### config.mk
export PLATFORM = sky130hd
export DESIGN_NAME = poc_fifo
export DESIGN_NICKNAME = d
export VERILOG_FILES = /design/src/hw/rtl/poc_pkg.sv /design/src/hw/rtl/poc_fifo.sv
export SDC_FILE = /design/constraint.sdc
export NUM_CORES = 1
export LEC_CHECK = 0
export ABC_AREA = 0
export BUFFER_PORTS_ARGS = -buffer_cell sky130_fd_sc_hd__buf_2
export CORE_MARGIN = 2
export CORE_UTILIZATION = 45
export CTS_BUF_LIST = sky130_fd_sc_hd__clkbuf_8
export DETAILED_ROUTE_END_ITERATION = 12
export PLACE_DENSITY = 0.66
export SLEW_MARGIN = 15
export SYNTH_ARGS = -nofsm -noshare
export SYNTH_HDL_FRONTEND = slang
export SYNTH_SLANG_ARGS = --single-unit
export TNS_END_PERCENT = 20
### constraint.sdc
create_clock -name clk -period 3.6 [get_ports clk]
set_clock_uncertainty 0.2 [all_clocks]
set_input_delay 0.9 -clock clk [delete_from_list [all_inputs] [get_ports clk]]
set_output_delay 0.9 -clock clk [all_outputs]
set_load 0.02 [all_outputs]
### src/hw/rtl/poc_pkg.sv
package poc_pkg;

	localparam int TIME_SHIFT = 10;

	localparam int QDEPTH = 4;
	localparam int QPTR_W = $clog2(QDEPTH);

	localparam int MUL_A_W   = 192;
	localparam int MUL_B_W   = 64;
	localparam int MUL_P_W   = 256;
	localparam int MUL_STEPS = (MUL_A_W / 32) * (MUL_B_W / 32);
	localparam int MUL_IDX_W = $clog2(MUL_STEPS);

	localparam int DIV_N_W = 192;
	localparam int DIV_D_W = 160;
	localparam int DIV_Q_W = 32;
	localparam int DIV_C_W = $clog2(DIV_Q_W);

	localparam logic [1:0] MODE_START = 2'd0;
	localparam logic [1:0] MODE_BYTE  = 2'd1;
	localparam logic [1:0] MODE_END   = 2'd2;

	typedef enum logic [1:0] {K_START, K_BYTE, K_END, K_NOP} kind_t;

	localparam logic [2:0] PH_IDLE   = 3'd0;
	localparam logic [2:0] PH_SETTLE = 3'd1;
	localparam logic [2:0] PH_WIN1   = 3'd2;
	localparam logic [2:0] PH_WIN2   = 3'd3;
	localparam logic [2:0] PH_WIN3   = 3'd4;
	localparam logic [2:0] PH_READY  = 3'd5;
	localparam logic [2:0] PH_FAILED = 3'd6;

	localparam logic [3:0] FC_NONE     = 4'd0;
	localparam logic [3:0] FC_START    = 4'd1;
	localparam logic [3:0] FC_TIME     = 4'd2;
	localparam logic [3:0] FC_DROPPED  = 4'd3;
	localparam logic [3:0] FC_ODD      = 4'd4;
	localparam logic [3:0] FC_COUNTER  = 4'd5;
	localparam logic [3:0] FC_OVERFLOW = 4'd6;
	localparam logic [3:0] FC_WINDOW   = 4'd7;
	localparam logic [3:0] FC_SPREAD   = 4'd8;
	localparam logic [3:0] FC_RANGE    = 4'd9;

	localparam logic [2:0] REG_RATE   = 3'd0;
	localparam logic [2:0] REG_SETTLE = 3'd1;
	localparam logic [2:0] REG_WINDOW = 3'd2;
	localparam logic [2:0] REG_SPREAD = 3'd3;
	localparam logic [2:0] REG_CORR   = 3'd4;

	localparam logic [31:0] RATE_RESET   = 32'd2048000;
	localparam logic [39:0] SETTLE_RESET = 40'd1000000000;
	localparam logic [39:0] WINDOW_RESET = 40'd2000000000;
	localparam logic [19:0] SPREAD_RESET = 20'd2048;
	localparam logic [9:0]  CORR_RESET   = 10'd200;

	localparam logic [63:0] NS_PER_S      = 64'd1000000000;
	localparam logic [63:0] Q10_PPM_SCALE = 64'd1024000000;

	typedef struct packed {
		kind_t       kind;
		logic [7:0]  cbyte;
		logic [62:0] ts;
		logic        dropped;
	} item_t;

	typedef struct packed {
		logic [31:0] rate;
		logic [39:0] settle;
		logic [39:0] window;
		logic [19:0] spread;
		logic [9:0]  corr_max;
	} cfg_t;

	typedef struct packed {
		logic               start;
		logic [MUL_A_W-1:0] a;
		logic [MUL_B_W-1:0] b;
	} mul_req_t;

	typedef struct packed {
		logic               done;
		logic [MUL_P_W-1:0] prod;
	} mul_rsp_t;

	typedef struct packed {
		logic               start;
		logic [DIV_N_W-1:0] num;
		logic [DIV_D_W-1:0] den;
	} div_req_t;

	typedef struct packed {
		logic               done;
		logic               sat;
		logic [DIV_Q_W-1:0] quo;
	} div_rsp_t;

	typedef struct packed {
		logic [2:0]  phase;
		logic        corr_valid;
		logic [10:0] corr;
		logic [3:0]  fail;
		logic [1:0]  wcount;
		logic [31:0] last_ppm;
	} res_t;

	// q10 ppm to integer ppm, half away from zero
	function automatic logic signed [22:0] round_q10(input logic signed [31:0] q);
		logic [31:0] mag;
		logic [32:0] sum;
		logic [22:0] r;
		mag = q[31] ? 32'(-q) : 32'(q);
		sum = {1'b0, mag} + 33'd512;
		r = sum[32:10];
		return q[31] ? -$signed(r) : $signed(r);
	endfunction

endpackage

### src/hw/rtl/poc_fifo.sv
module poc_fifo (
	input  logic           clk,
	input  logic           arst_n,
	input  logic           wr_valid,
	input  poc_pkg::item_t wr_item,
	output logic           full,
	input  logic           rd_pop,
	output poc_pkg::item_t rd_item,
	output logic           empty
);
	import poc_pkg::*;

	item_t             mem [QDEPTH];
	logic [QPTR_W-1:0] wptr_q;
	logic [QPTR_W-1:0] rptr_q;
	logic [QPTR_W:0]   count_q;
	logic              wr_en;
	logic              rd_en;

	assign full    = count_q == (QPTR_W+1)'(QDEPTH);
	assign empty   = count_q == '0;
	assign wr_en   = wr_valid && !full;
	assign rd_en   = rd_pop && !empty;
	assign rd_item = mem[rptr_q];

	always_ff @(posedge clk) begin
		if (wr_en) begin
			mem[wptr_q] <= wr_item;
		end
	end

	always_ff @(posedge clk or negedge arst_n) begin
		if (!arst_n) begin
			wptr_q  <= '0;
			rptr_q  <= '0;
			count_q <= '0;
		end else begin
			if (wr_en) begin
				wptr_q <= wptr_q + 1'b1;
			end
			if (rd_en) begin
				rptr_q <= rptr_q + 1'b1;
			end
			if (wr_en && !rd_en) begin
				count_q <= count_q + 1'b1;
			end else if (rd_en && !wr_en) begin
				count_q <= count_q - 1'b1;
			end
		end
	end

endmodule

==> metrics.txt <==
IO Port Bufs 153; crit path kind reg -> out; commonest cells after routing, fill and taps aside edfxtp_1 (296), buf_2 (153), mux4_2 (74); pwr/cell area 833.1 nW/um^2; P&R area growth vs syn 18.44%; clock power share 0.227; initial core utilization 0.4581; RePlAce Congestion 0.7071; Sw Ratio 0.3211; Post-DP HPWL 12.00 mm; Pint 0.007464 W; clock sink count 303; Top FF cell, synth edfxtp_1; synthesized flop and latch total 303; register area share after synthesis 0.8135; pin count of the biggest net entering global routing 56; synthesized area 11140 sq um; Core ar. 24320 sq um; Net Count, Synth 507; Combinational Power Share 0.331; Max Cap Violations 0; Post-CTS Setup Repair Bufs 0; Vias 5029; clock buffer count from CTS 47; initial antenna violation count 4; setup TNS 0 ns; Hold/Removal Path Class reg -> reg; sequential power share 0.442; Clock transition at path regs 0.06 ns; Mapped Avg Cell Area 26.34 sq um; DR DRC count 0; post-route ant nets 0; Psw 0.003531 W; Util after Layout 0.5426; peak supply drop 0.0003956 V; # IOs 154; share of layout cells above drive strength 1 0.4625; DR WL/cell 20.46 microns; gr usage total 0.1580; RSZ-0062 raised after global routing no; First-pass DRT Iterations 6; Die X 161.4 microns; final setup fails 0; drt total wl 20.01 mm; first-pass GRT wire length 31.08 mm; Clock Path Buffers 3; arrival time at the worst endpoint 2.15 ns; final hold violations 0; reg2reg setup slack 1.19 ns; crit-path max FO 55; max-slew violations 0; WP data required 2.50 ns; Die Y 161.4 microns; drt initial violations 286; area leader, netlist edfxtp_1; crit share post-route 0.9037; Cells after Synth 423; # nets final 704; TritonCTS clock tree done; Synth top area share 0.7978; Slew HR 0.6529; most common cell after layout, fill and taps aside edfxtp_1; synth top area cells edfxtp_1 (80%), mux4_2 (15%), dfrtp_1 (1.6%); status completed; Startpoint Class flip-flop; vias per inst 5.142; Post-synth ARST share 0.02310; Distinct cells, synth 21; vias in the first global route 5561; YS warnings 0; Fillers 1901; root buffer cell clkbuf_8; H-tree depth 2; Fmax 0.3074 GHz; Leak 4.549 nW; die area 26030 sq um; CP endpoint kind primary output; EDFF count, synth 296; Rows 57; Clock Latency Late Sink 0.53 ns; crit path time final 3.253 ns; global route overflow 0; slew at the pin closest to its max-slew limit 0.5196 ns
-- sequential cells by signal, summed over array words and instances (netlist names) --
signal / cells
mem: 296
rptr_q: 2
count_q: 3
wptr_q: 2
-- layout make-up --
| class | instances | area (sq um) | share of cell area |
|---|---|---|---|
| inverter | 4 | 15.01 | 0.001138 |
| clock buffer | 47 | 646.9 | 0.04902 |
| antenna | 1 | 2.502 | 0.0001896 |
| sequential | 303 | 9071 | 0.6874 |
| multi-input combinational | 98 | 1897 | 0.1437 |
| timing repair buffer | 166 | 991.0 | 0.07509 |
| tap | 324 | 405.4 | 0.03072 |
| clock inverter | 35 | 167.7 | 0.01271 |
-- power by group through the flow --
stage / clock (W) / combinational (W) / sequential, W
global route: 0.00274 / 0.00391 / 0.00492
CTS: 0.00259 / 0.00375 / 0.00487
floorplan: 0 / 0.00266 / 0.00489
detailed placement: 0 / 0.00374 / 0.00495
global placement: 0 / 0.00370 / 0.00489
finish: 0.00250 / 0.00363 / 0.00486
-- worst max-delay path, cell delays in order (launching register included) --
cell,delay [ns]
dfrtp_4,0.42
buf_12,0.39
mux4_2,0.60
buf_2,0.18
-- metrics by stage --
stage	instance area (sq um)	hold slack [ns]	cells	power (W)	setup slack [ns]
floorplan	11140	0.2453	423	0.007545	0.04917
global placement	12370	0.2705	894	0.008592	0.7740
detailed placement	12370	0.2777	894	0.008686	0.7397
CTS	13190	0.2907	977	0.01121	0.2612
global route	13200	0.3234	978	0.01157	0.2151
finish	13200	0.2909	978	0.01099	0.3467
-- logic make-up after synthesis --
family                   after synthesis  share of synthesized area
flip-flops                           303                     0.8135
multiplexers                          76                     0.1516
buffers and inverters                 22                    0.01718
AND/OR/NAND/NOR                       10                   0.005614
XOR/XNOR                               6                   0.004716
adder cells (fa/ha/maj)                6                   0.007412
-- routing by layer --
metal	vias up	share of wire	global-route usage
met5	-	0.0011	0
met4	4	0.026	0.05479
met3	50	0.055	0.04083
met2	153	0.52	0.2766
met1	2605	0.40	0.1912
li1	2217	-	-
-- cell usage after synthesis, types with 2 or more instances --
| cell type | n |
|---|---|
| dfrtp_1 | 7 |
| mux2_2 | 2 |
| buf_2 | 7 |
| inv_1 | 4 |
| edfxtp_1 | 296 |
| and2_1 | 4 |
| mux4_2 | 74 |
| clkbuf_1 | 2 |
| buf_12 | 5 |
| ha_1 | 5 |
| xnor2_1 | 4 |
| xor2_1 | 2 |
| buf_4 | 3 |
-- path summary, 6_finish.rpt --
path,cells after the start,to,startpoint
worst max-delay path,3,rd_item[58],rptr_q[0]$_DFFE_PN0P_
worst min-delay path,1,count_q[2]$_DFFE_PN0P_,count_q[2]$_DFFE_PN0P_
worst max register to register,8,count_q[2]$_DFFE_PN0P_,count_q[2]$_DFFE_PN0P_
worst min register to register,1,count_q[2]$_DFFE_PN0P_,count_q[2]$_DFFE_PN0P_
max in group asynchronous,2,rptr_q[0]$_DFFE_PN0P_,arst_n
min in group asynchronous,2,wptr_q[1]$_DFFE_PN0P_,arst_n
-- timing repair --
item | CTS | global route
hold buffers | 1 | 0
resized for setup | 0 | 0
hold endpoints to repair | 7 | 0
Note: power is estimated with default switching activity, not from simulation.
