$ cat src/hw/rtl/poc_pkg.sv
package poc_pkg;

	localparam int TIME_SHIFT = 10;

	localparam int QDEPTH = 4;
	localparam int QPTR_W = $clog2(QDEPTH);

	localparam int MUL_A_W   = 192;
	localparam int MUL_B_W   = 64;
	localparam int MUL_P_W   = 256;
	localparam int MUL_STEPS = (MUL_A_W / 32) * (MUL_B_W / 32);
	localparam int MUL_IDX_W = $clog2(MUL_STEPS);

	localparam int DIV_N_W = 192;
	localparam int DIV_D_W = 160;
	localparam int DIV_Q_W = 32;
	localparam int DIV_C_W = $clog2(DIV_Q_W);

	localparam logic [1:0] MODE_START = 2'd0;
	localparam logic [1:0] MODE_BYTE  = 2'd1;
	localparam logic [1:0] MODE_END   = 2'd2;

	typedef enum logic [1:0] {K_START, K_BYTE, K_END, K_NOP} kind_t;

	localparam logic [2:0] PH_IDLE   = 3'd0;
	localparam logic [2:0] PH_SETTLE = 3'd1;
	localparam logic [2:0] PH_WIN1   = 3'd2;
	localparam logic [2:0] PH_WIN2   = 3'd3;
	localparam logic [2:0] PH_WIN3   = 3'd4;
	localparam logic [2:0] PH_READY  = 3'd5;
	localparam logic [2:0] PH_FAILED = 3'd6;

	localparam logic [3:0] FC_NONE     = 4'd0;
	localparam logic [3:0] FC_START    = 4'd1;
	localparam logic [3:0] FC_TIME     = 4'd2;
	localparam logic [3:0] FC_DROPPED  = 4'd3;
	localparam logic [3:0] FC_ODD      = 4'd4;
	localparam logic [3:0] FC_COUNTER  = 4'd5;
	localparam logic [3:0] FC_OVERFLOW = 4'd6;
	localparam logic [3:0] FC_WINDOW   = 4'd7;
	localparam logic [3:0] FC_SPREAD   = 4'd8;
	localparam logic [3:0] FC_RANGE    = 4'd9;

	localparam logic [2:0] REG_RATE   = 3'd0;
	localparam logic [2:0] REG_SETTLE = 3'd1;
	localparam logic [2:0] REG_WINDOW = 3'd2;
	localparam logic [2:0] REG_SPREAD = 3'd3;
	localparam logic [2:0] REG_CORR   = 3'd4;

	localparam logic [31:0] RATE_RESET   = 32'd2048000;
	localparam logic [39:0] SETTLE_RESET = 40'd1000000000;
	localparam logic [39:0] WINDOW_RESET = 40'd2000000000;
	localparam logic [19:0] SPREAD_RESET = 20'd2048;
	localparam logic [9:0]  CORR_RESET   = 10'd200;

	localparam logic [63:0] NS_PER_S      = 64'd1000000000;
	localparam logic [63:0] Q10_PPM_SCALE = 64'd1024000000;

	typedef struct packed {
		kind_t       kind;
		logic [7:0]  cbyte;
		logic [62:0] ts;
		logic        dropped;
	} item_t;

	typedef struct packed {
		logic [31:0] rate;
		logic [39:0] settle;
		logic [39:0] window;
		logic [19:0] spread;
		logic [9:0]  corr_max;
	} cfg_t;

	typedef struct packed {
		logic               start;
		logic [MUL_A_W-1:0] a;
		logic [MUL_B_W-1:0] b;
	} mul_req_t;

	typedef struct packed {
		logic               done;
		logic [MUL_P_W-1:0] prod;
	} mul_rsp_t;

	typedef struct packed {
		logic               start;
		logic [DIV_N_W-1:0] num;
		logic [DIV_D_W-1:0] den;
	} div_req_t;

	typedef struct packed {
		logic               done;
		logic               sat;
		logic [DIV_Q_W-1:0] quo;
	} div_rsp_t;

	typedef struct packed {
		logic [2:0]  phase;
		logic        corr_valid;
		logic [10:0] corr;
		logic [3:0]  fail;
		logic [1:0]  wcount;
		logic [31:0] last_ppm;
	} res_t;

	// q10 ppm to integer ppm, half away from zero
	function automatic logic signed [22:0] round_q10(input logic signed [31:0] q);
		logic [31:0] mag;
		logic [32:0] sum;
		logic [22:0] r;
		mag = q[31] ? 32'(-q) : 32'(q);
		sum = {1'b0, mag} + 33'd512;
		r = sum[32:10];
		return q[31] ? -$signed(r) : $signed(r);
	endfunction

endpackage

$ cat src/hw/rtl/poc_front.sv
module poc_front (
	input  logic           clk,
	input  logic           arst_n,
	input  logic           push,
	output logic           full,
	input  logic [1:0]     mode,
	input  logic [7:0]     counter_byte,
	input  logic [62:0]    timestamp_ns,
	input  logic           dropped_data,
	output logic           q_valid,
	output poc_pkg::item_t q_item,
	input  logic           q_full
);
	import poc_pkg::*;

	logic  valid_s1;
	item_t item_s1;
	kind_t kind;
	logic  accept;

	always_comb begin
		unique case (mode)
			MODE_START: kind = K_START;
			MODE_BYTE:  kind = K_BYTE;
			MODE_END:   kind = K_END;
			default:    kind = K_NOP;
		endcase
	end

	assign full    = valid_s1 && q_full;
	assign accept  = push && !full;
	assign q_valid = valid_s1;
	assign q_item  = item_s1;

	always_ff @(posedge clk or negedge arst_n) begin
		if (!arst_n) begin
			valid_s1 <= 1'b0;
		end else if (accept) begin
			valid_s1 <= 1'b1;
		end else if (valid_s1 && !q_full) begin
			valid_s1 <= 1'b0;
		end
	end

	always_ff @(posedge clk) begin
		if (accept) begin
			item_s1 <= '{kind: kind, cbyte: counter_byte, ts: timestamp_ns,
				dropped: dropped_data};
		end
	end

endmodule

$ cat config.mk
export PLATFORM = sky130hd
export DESIGN_NAME = poc_front
export DESIGN_NICKNAME = d
export VERILOG_FILES = /design/src/hw/rtl/poc_pkg.sv /design/src/hw/rtl/poc_front.sv
export SDC_FILE = /design/constraint.sdc
export NUM_CORES = 1
export LEC_CHECK = 0
export BUFFER_PORTS_ARGS = -buffer_cell sky130_fd_sc_hd__buf_2
export CAP_MARGIN = 10
export CORE_MARGIN = 5
export CORE_UTILIZATION = 41
export DETAILED_ROUTE_END_ITERATION = 8
export GPL_TIMING_DRIVEN = 0
export MAX_ROUTING_LAYER = met4
export PLACE_DENSITY = 0.85
export SYNTH_ARGS = -nofsm -noshare
export SYNTH_HDL_FRONTEND = slang
export SYNTH_SLANG_ARGS = --single-unit
$ cat constraint.sdc
create_clock -name clk -period 3.9 [get_ports clk]
set_input_delay 0.39 -clock clk [delete_from_list [all_inputs] [get_ports clk]]
set_output_delay 0.39 -clock clk [all_outputs]
set_load 0.005 [all_outputs]
==> results.json, run 1 <==
{
  "wirelength_mm": 4.979,
  "synth_nets": 158,
  "dominantRegCellSynth": "sky130_fd_sc_hd__edfxtp_1",
  "worst_ir_drop_vdd_uv": 266.6,
  "status": "finished, final reports clean",
  "cts_tree": "done",
  "drt_drc_violations_left": 0,
  "fin_setup_tns_ns": 0,
  "final_layout_size_suffix_gt1_frac": 0.6600,
  "m1WireLength_mm": 1.952,
  "cp_data_required_time_ns": 3.92,
  "clock_latency_ns": 0.33,
  "postRouteAntennaNets": 0,
  "setup.worst_path.class": "register to register",
  "timing.final.crit_share": 0.4938,
  "met2RoutedLength_mm": 2.475,
  "final_min_period_ns": 1.926,
  "synthesis.area_per_instance_sq_um": 28.50,
  "final_core_util": 0.6161,
  "critical_path.reg2reg.startpoint": "q_valid",
  "antenna_found_initial": 0,
  "post_synth_edffs": 74,
  "final.setup_skew_ns": 0.008302,
  "route.met3.wl_microns": 501,
  "cts-buffers-inserted": 9,
  "synth_top_area_frac": 0.9748,
  "viasPerCell": 4.317,
  "crit_end": "q_item[38]",
  "syn_to_final_growth_pct": 46.98,
  "fin_cells": 322,
  "max-slew-margin-rel": 0.3928,
  "placedCellCount": 305,
  "num_io_pins": 154,
  "diodes": 0,
  "die_h_microns": 84.57,
  "hold_viol_final": 0,
  "signal_arrival_time_at_the_worst_endpoint_ns": 1.95,
  "synth-warning-count": 0,
  "finalHoldWorstSlack_ns": 0.2302,
  "regToRegSetupSlack_ns": 1.97,
  "initial_core_util": 0.4191,
  "fmax_mhz": 519.2,
  "h-tree-depth": 3,
  "post-synth-top-area-cell": "sky130_fd_sc_hd__edfxtp_1",
  "ctsLongestPathBuffers": 2,
  "yosysSeqAreaShare": 0.9857,
  "maxSlewViolCount": 0,
  "synth_area_leaders": "sky130_fd_sc_hd__edfxtp_1 (97%), sky130_fd_sc_hd__dfrtp_1 (1.1%), sky130_fd_sc_hd__a21boi_2 (0.49%)",
  "reg2reg_to": "q_item[38]",
  "cts_sinks": 75,
  "final_net_count": 323,
  "detail_route.iter0.violations": 69,
  "worst-r2r-cell-count": 3,
  "buffer_ports.inserted": 151,
  "grt_max_degree": 28,
  "place_worst_setup_slack_ns": 1.854,
  "postCtsSetupRepairBufs": 0,
  "post_synth_inst_count": 80,
  "core-area_sq_mm": 0.005439,
  "power.leakage_nw": 1.436,
  "vias": 1390,
  "clkTransAtPathRegs_ns": 0.07,
  "cts_repair_resize_count": 0,
  "ys_types": 6,
  "power.density_mw_per_mm2": 457.8,
  "setup_viol_count_final": 0,
  "critPathLaunch": "q_valid",
  "async_flop_share": 0.01333,
  "synth_top_cells_by_count": "sky130_fd_sc_hd__edfxtp_1 (74), sky130_fd_sc_hd__clkbuf_1 (2)",
  "endpoint_kind": "register",
  "nFillCells": 416,
  "die_width_microns": 84.57,
  "layout_setup_ws_ns": 1.974,
  "holdCritPathClass": "primary input to register",
  "netlist_area_sq_mm": 0.002280,
  "first_pass_iteration_count_of_the_detailed_router": 4,
  "yosysMostFrequentCell": "sky130_fd_sc_hd__edfxtp_1",
  "routabilityCongestion": 0.7834,
  "first_global_vias": 1604,
  "grt_first_pass_wirelength_mm": 7.783,
  "startpoint_type": "register",
  "grt_remaining_overflow": 0,
  "rows": 27,
  "avgRoutedWirePerCell_microns": 15.46,
  "worst_pin_slew_ns": 0.9085,
  "maxCapViolations": 0,
  "root_buffer": "sky130_fd_sc_hd__clkbuf_8",
  "synth.ff_latch_count": 75,
  "post_cts_hold_buffer_count": 1,
  "grt_usage": 0.1497,
  "worstPathMaxFanout": 27,
  "dr.max_layer_used": "met4",
  "grt_setup_unrepaired": "false",
  "die_area_sq_mm": 0.007151
}
## critical path, stage by stage (launching register included)
cell and delay [ns]:
sky130_fd_sc_hd__dfrtp_1 0.42, sky130_fd_sc_hd__a21boi_4 0.74, sky130_fd_sc_hd__buf_16 0.25, sky130_fd_sc_hd__buf_16 0.19
## cells by family after synthesis
logic type / share of synthesized area
and+or+nand+nor: 0.002746
DFF: 0.9857
buffers and inverters: 0.003294
AOI/OAI and AO/OA: 0.008234
## power breakdown
part           internal (W)  switching, W
clock              0.000225      0.000243
combinational     0.0000627     0.0000548
sequential         0.000939    0.00000980
## cell type report
cell class                 instances  area, sq um  area share
buffer                             2        7.507    0.002240
clock buffer                      12        135.1     0.04033
clock inverter                     4        17.52    0.005228
multi-input combinational          3        32.53    0.009709
sequential                        75         2247      0.6707
tap                               72        90.09     0.02689
timing repair buffer             154        820.8      0.2450
## worst min-delay path by stage
stage	from	endpoint	slack (ns)	cells after the start
6_report	counter_byte[6]	q_item[70]	0.23	1
5_1_grt	timestamp_ns[50]	q_item[51]	0.20	1
4_1_cts	timestamp_ns[51]	q_item[52]	0.21	1
3_5_place_dp	arst_n	q_valid	0.17	1
3_3_place_gp	arst_n	q_valid	0.17	1
2_1_floorplan	arst_n	q_valid	0.09	0
## layer usage
metal | vias to the layer above | track usage
li1 | 648 | -
met1 | 639 | 0.1726
met2 | 98 | 0.2377
met3 | 5 | 0.04907
met4 | 0 | 0.06906
met5 | - | -
## through the flow
stage	total power, W	instance area [sq um]
after global routing	0.001612	3351
after detailed placement	0.001087	3188
after CTS	0.001562	3351
final	0.001534	3351
after floorplan	0.0009934	2280
after global placement	0.001075	3126
## state kept, by name (all words and copies together) (netlist names)
name / flops
q_item: 74
q_valid: 1
## layout by cell type (no fill, tap or decap)
cell type and n:
sky130_fd_sc_hd__and2_1 1, sky130_fd_sc_hd__clkinv_2 2, sky130_fd_sc_hd__a21o_1 1, sky130_fd_sc_hd__edfxtp_1 74, sky130_fd_sc_hd__buf_16 2, sky130_fd_sc_hd__clkinv_1 2, sky130_fd_sc_hd__buf_2 151, sky130_fd_sc_hd__a21boi_4 1
sky130_fd_sc_hd__dfrtp_1 1, sky130_fd_sc_hd__clkbuf_8 9, sky130_fd_sc_hd__clkbuf_1 5, sky130_fd_sc_hd__dlygate4sd3_1 1
Note: power is estimated with default switching activity, not from simulation.
==> run 2: changes to the inputs <==
Settings changed: CORE_UTILIZATION 41 to 37, PLACE_DENSITY 0.85 to 0.81.
Clock period 3.9 ns to 1.7 ns, I/O delays scaled along.
==> run 2 against run 1 <==
  * Clock power rose to 3.2 times the previous value
  * Count of clock-buffer cells in the layout unchanged
  * Die area increased by 9.5%
  * Design area is 24% higher
  * Largest power group unchanged
  * Flip-flop and latch count unchanged
  * Global-route usage grew 2.3 points
  * Cell count increased by 23%
==> results.json, run 2 (same netlist as run 1, synthesis figures left out) <==
{
  "setup.worst_path.class": "register to register",
  "num_io_pins": 154,
  "placedCellCount": 308,
  "grt_max_degree": 32,
  "postRouteAntennaNets": 0,
  "fin_setup_tns_ns": 0,
  "cts_repair_resize_count": 0,
  "antenna_found_initial": 0,
  "setup_viol_count_final": 0,
  "clkTransAtPathRegs_ns": 0.08,
  "critical_path.reg2reg.startpoint": "q_valid",
  "wirelength_mm": 6.502,
  "cts_tree": "done",
  "hold_path_depth": 1,
  "status": "finished, final reports clean",
  "diodes": 0,
  "viasPerCell": 4.275,
  "fmax_mhz": 619.2,
  "worst_pin_slew_ns": 0.6632,
  "signal_arrival_time_at_the_worst_endpoint_ns": 1.65,
  "first_global_vias": 1865,
  "startpoint_type": "register",
  "initial_core_util": 0.3828,
  "regToRegSetupSlack_ns": 0.08,
  "cts-buffers-inserted": 9,
  "ctsLongestPathBuffers": 2,
  "clock_latency_ns": 0.34,
  "holdCritPathClass": "primary input to register",
  "grt_remaining_overflow": 0,
  "buffer_ports.inserted": 151,
  "h-tree-depth": 3,
  "layout_commonest_cell": "sky130_fd_sc_hd__buf_2",
  "power.density_mw_per_mm2": 989.4,
  "final_core_util": 0.6956,
  "final_net_count": 395,
  "final_min_period_ns": 1.615,
  "grt_setup_unrepaired": "false",
  "final.setup_skew_ns": 0.01113,
  "die_area_sq_mm": 0.007831,
  "root_buffer": "sky130_fd_sc_hd__clkbuf_8",
  "syn_to_final_growth_pct": 81.72,
  "rows": 28,
  "die_h_microns": 88.50,
  "timing.final.crit_share": 0.9501,
  "cp_data_required_time_ns": 1.73,
  "worst-r2r-cell-count": 2,
  "core-area_sq_mm": 0.005956,
  "cts_sinks": 75,
  "largest_register_ff_count": 74,
  "endpoint_kind": "register",
  "reg2reg_to": "q_item[15]",
  "routabilityCongestion": 0.6957,
  "vias": 1697,
  "worst_ir_drop_vdd_uv": 778.3,
  "postCtsSetupRepairBufs": 0,
  "fin_cells": 397,
  "drt_drc_violations_left": 0,
  "first_pass_iteration_count_of_the_detailed_router": 4,
  "critPathLaunch": "q_valid",
  "maxSlewViolCount": 0,
  "nFillCells": 401,
  "layout.cells.most_common_list": "sky130_fd_sc_hd__buf_2 (151), sky130_fd_sc_hd__edfxtp_1 (74), sky130_fd_sc_hd__dlygate4sd3_1 (73), sky130_fd_sc_hd__clkbuf_8 (11), sky130_fd_sc_hd__clkbuf_1 (3)",
  "avgRoutedWirePerCell_microns": 16.38,
  "detail_route.iter0.violations": 77,
  "grt_usage": 0.1728,
  "grt_first_pass_wirelength_mm": 9.163,
  "hold_viol_final": 0,
  "die_width_microns": 88.50,
  "max-slew-margin-rel": 0.5568,
  "post_cts_hold_buffer_count": 56,
  "power.leakage_nw": 1.767,
  "timing.hold.worst_endpoint": "q_item[20]",
  "worstPathMaxFanout": 31,
  "maxCapViolations": 0,
  "worst_hold_startpoint": "timestamp_ns[19]",
  "final_layout_size_suffix_gt1_frac": 0.5248
}
run 2: changes by cell type in the layout (fill, tap and decap cells not counted), sizes merged:
| cell | previous run | this run |
|---|---|---|
| bufinv | 0 | 2 |
| dlygate4sd3 | 1 | 73 |
| clkinv | 4 | 1 |
| clkinvlp | 0 | 1 |
run 2: power breakdown:
part	switching [W]	internal, W	total, W
clock	0.000610	0.000905	0.00151
combinational	0.000156	0.000249	0.000405
sequential	0.0000255	0.00215	0.00218
run 2: routing by layer:
layer,part of all wire,up-vias,global-route usage
met5,0,-,-
met3,0.10,16,0.06145
met2,0.51,104,0.2726
met4,0.024,0,0.09753
li1,-,793,-
met1,0.37,784,0.1898
run 2: metrics by stage:
step / area [sq um] / power, W / worst slack, ns / hold WS (ns)
floorplan: 2287 / 0.002278 / -0.4190 / -0.1256
global placement: 3137 / 0.002463 / -0.7567 / -0.05308
detailed placement: 3184 / 0.002490 / 0.1115 / -0.05259
CTS: 3973 / 0.004103 / 0.09437 / 0.00005207
global route: 4143 / 0.004283 / 0.01981 / 0.002378
finish: 4143 / 0.004099 / 0.08491 / 0.02234
run 2: cell type report:
class                      count  area (sq um)  share of cell area
sequential                    75          2247              0.5424
timing repair buffer         226          1534              0.3703
clock buffer                  12         155.1             0.03745
tap                           75         93.84             0.02265
clock inverter                 4         72.57             0.01752
multi-input combinational      3         32.53            0.007853
buffer                         2         7.507            0.001812
run 2: worst max path at each step:
stage	slack, ns	end	cells after the start
finish	0.08	q_item[15]	2
global route	0.02	q_item[15]	2
CTS	0.09	q_item[45]	2
detailed placement	0.11	q_item[15]	2
global placement	-0.76	q_item[15]	1
floorplan	-0.42	q_item[0]	1
run 2: critical path: stages (launching register included):
cell and delay (ns):
sky130_fd_sc_hd__dfrtp_1 0.44, sky130_fd_sc_hd__a21boi_4 0.57, sky130_fd_sc_hd__buf_12 0.28
==> run 3: changes to the inputs <==
Settings changed: BUFFER_PORTS_ARGS -buffer_cell sky130_fd_sc_hd__buf_2 to default, CORE_UTILIZATION 37 to 54, DONT_BUFFER_PORTS from default to 1, PLACE_DENSITY 0.81 to 0.78.
==> run 3 against run 2 <==
  * Global-route usage up 2.5 points
  * Sequential share of layout area rose by 13 points
  * Clock power is 19% lower
  * Design area is 20% lower
  * Worst hold slack lost 0.0074 ns
  * Cell count decreased by 44%
  * Register-to-register slack improved by 0.25 ns
  * Die area down 28%
  * Critical path type unchanged
  * Fmax is 19% higher
==> results.json, run 3 (same netlist as run 1, synthesis figures left out) <==
{
  "setup_viol_count_final": 0,
  "core-area_sq_mm": 0.004058,
  "die_area_sq_mm": 0.005621,
  "clkTransAtPathRegs_ns": 0.07,
  "h-tree-depth": 3,
  "largest_register_ff_count": 74,
  "worstPathMaxFanout": 36,
  "final.setup_skew_ns": 0.004395,
  "sequential_cell_area_sq_mm": 0.002247,
  "cts-buffers-inserted": 9,
  "drt_drc_violations_left": 0,
  "final_design_area_excluding_fillers_sq_mm": 0.003324,
  "final_layout_size_suffix_gt1_frac": 0.08092,
  "layout_commonest_cell": "sky130_fd_sc_hd__dlygate4sd3_1",
  "vias": 1145,
  "grt_first_pass_wirelength_mm": 7.120,
  "clock_latency_ns": 0.32,
  "buffer_ports.inserted": 0,
  "first_pass_iteration_count_of_the_detailed_router": 3,
  "worst_pin_slew_ns": 0.3144,
  "fmax_mhz": 734.2,
  "maxCapViolations": 0,
  "startpoint_type": "register",
  "root_buffer": "sky130_fd_sc_hd__clkbuf_8",
  "power.density_mw_per_mm2": 1099,
  "postRouteAntennaNets": 0,
  "rows": 23,
  "final_core_util": 0.8193,
  "max-slew-margin-rel": 0.7898,
  "timing.final.crit_share": 0.8012,
  "grt_usage": 0.1983,
  "grt_setup_unrepaired": "false",
  "worst-r2r-cell-count": 2,
  "final_min_period_ns": 1.362,
  "cts_repair_resize_count": 0,
  "nFillCells": 183,
  "setup.worst_path.class": "register to register",
  "cp_data_required_time_ns": 1.72,
  "diodes": 0,
  "layout.cells.most_common_list": "sky130_fd_sc_hd__dlygate4sd3_1 (76), sky130_fd_sc_hd__edfxtp_1 (74), sky130_fd_sc_hd__clkbuf_8 (9), sky130_fd_sc_hd__clkbuf_1 (4)",
  "endpoint_kind": "register",
  "dpl-instance-area_sq_mm": 0.002390,
  "area_of_combinational_cells_with_multiple_inputs_sq_um": 32.53,
  "die_h_microns": 74.98,
  "wirelength_mm": 5.379,
  "grt_remaining_overflow": 0,
  "syn_to_final_growth_pct": 45.83,
  "cts_tree": "done",
  "routabilityCongestion": 0.6706,
  "hold_viol_final": 0,
  "avgRoutedWirePerCell_microns": 24.12,
  "antenna_found_initial": 0,
  "cts_sinks": 75,
  "initial_core_util": 0.5618,
  "ctsLongestPathBuffers": 2,
  "num_io_pins": 154,
  "final_net_count": 247,
  "power.leakage_nw": 1.157,
  "die_width_microns": 74.98,
  "detail_route.iter0.violations": 67,
  "first_global_vias": 1267,
  "viasPerCell": 5.135,
  "hold_path_depth": 1,
  "grt_max_degree": 37,
  "post_cts_hold_buffer_count": 75,
  "postCtsSetupRepairBufs": 0,
  "holdCritPathClass": "primary input to register",
  "maxSlewViolCount": 0,
  "status": "finished, final reports clean",
  "signal_arrival_time_at_the_worst_endpoint_ns": 1.38,
  "worst_ir_drop_vdd_uv": 715.9
}
[run 3: cell count changes in the layout (fill, tap and decap cells not counted)]
cell and change:
sky130_fd_sc_hd__clkinvlp_4 -1, sky130_fd_sc_hd__bufinv_16 -1, sky130_fd_sc_hd__clkinv_1 +2, sky130_fd_sc_hd__buf_12 +1
sky130_fd_sc_hd__dlygate4sd3_1 +3, sky130_fd_sc_hd__clkbuf_8 -2, sky130_fd_sc_hd__clkbuf_1 +1, sky130_fd_sc_hd__buf_2 -151
sky130_fd_sc_hd__buf_16 -1
[run 3: worst max-delay path, stage by stage, from the launching register on]
cell,delay (ns)
sky130_fd_sc_hd__dfrtp_1,0.45
sky130_fd_sc_hd__a21boi_4,0.34
sky130_fd_sc_hd__buf_12,0.26
[run 3: final timing paths]
path | start | end | slack [ns]
worst max-delay path | q_valid | q_item[6] | 0.34
max in group asynchronous | arst_n | q_valid | 1.55
worst max register to register | q_valid | q_item[6] | 0.34
min in group asynchronous | arst_n | q_valid | 0.05
worst min register to register | q_valid | q_item[2] | 0.77
worst min-delay path | mode[1] | q_item[73] | 0.01
[run 3: power by group]
group          switching (W)  internal, W
clock               0.000565     0.000659
sequential         0.0000612      0.00216
combinational      0.0000753     0.000134
total               0.000701      0.00295
[run 3: per-stage QoR]
stage | std cells | hold slack, ns | setup TNS (ns) | power, W | worst slack [ns]
after floorplan | 80 | -0.1256 | -31.00 | 0.002278 | -0.4190
after global placement | 130 | -0.1255 | -49.02 | 0.002307 | -0.6657
after detailed placement | 132 | -0.1255 | 0 | 0.002323 | 0.3649
after CTS | 222 | 0.005801 | 0 | 0.003662 | 0.3501
after global routing | 223 | 0.001677 | 0 | 0.003802 | 0.2827
final | 223 | 0.01498 | 0 | 0.003653 | 0.3379
[run 3: area by class of cell]
cell class | instances | share of cell area
sequential | 75 | 0.6760
timing repair buffer | 78 | 0.2409
clock buffer | 11 | 0.03952
tap | 50 | 0.01882
clock inverter | 4 | 0.01280
multi-input combinational | 3 | 0.009785
buffer | 2 | 0.002258
[run 3: per-layer routing]
layer	vias to the layer above	GRT usage	wire, microns	share of wire
met5	-	-	0	0
met4	0	0.1028	92	0.017
met3	9	0.1148	928	0.17
met2	115	0.2834	2430	0.45
met1	524	0.2197	1928	0.36
li1	497	-	-	-
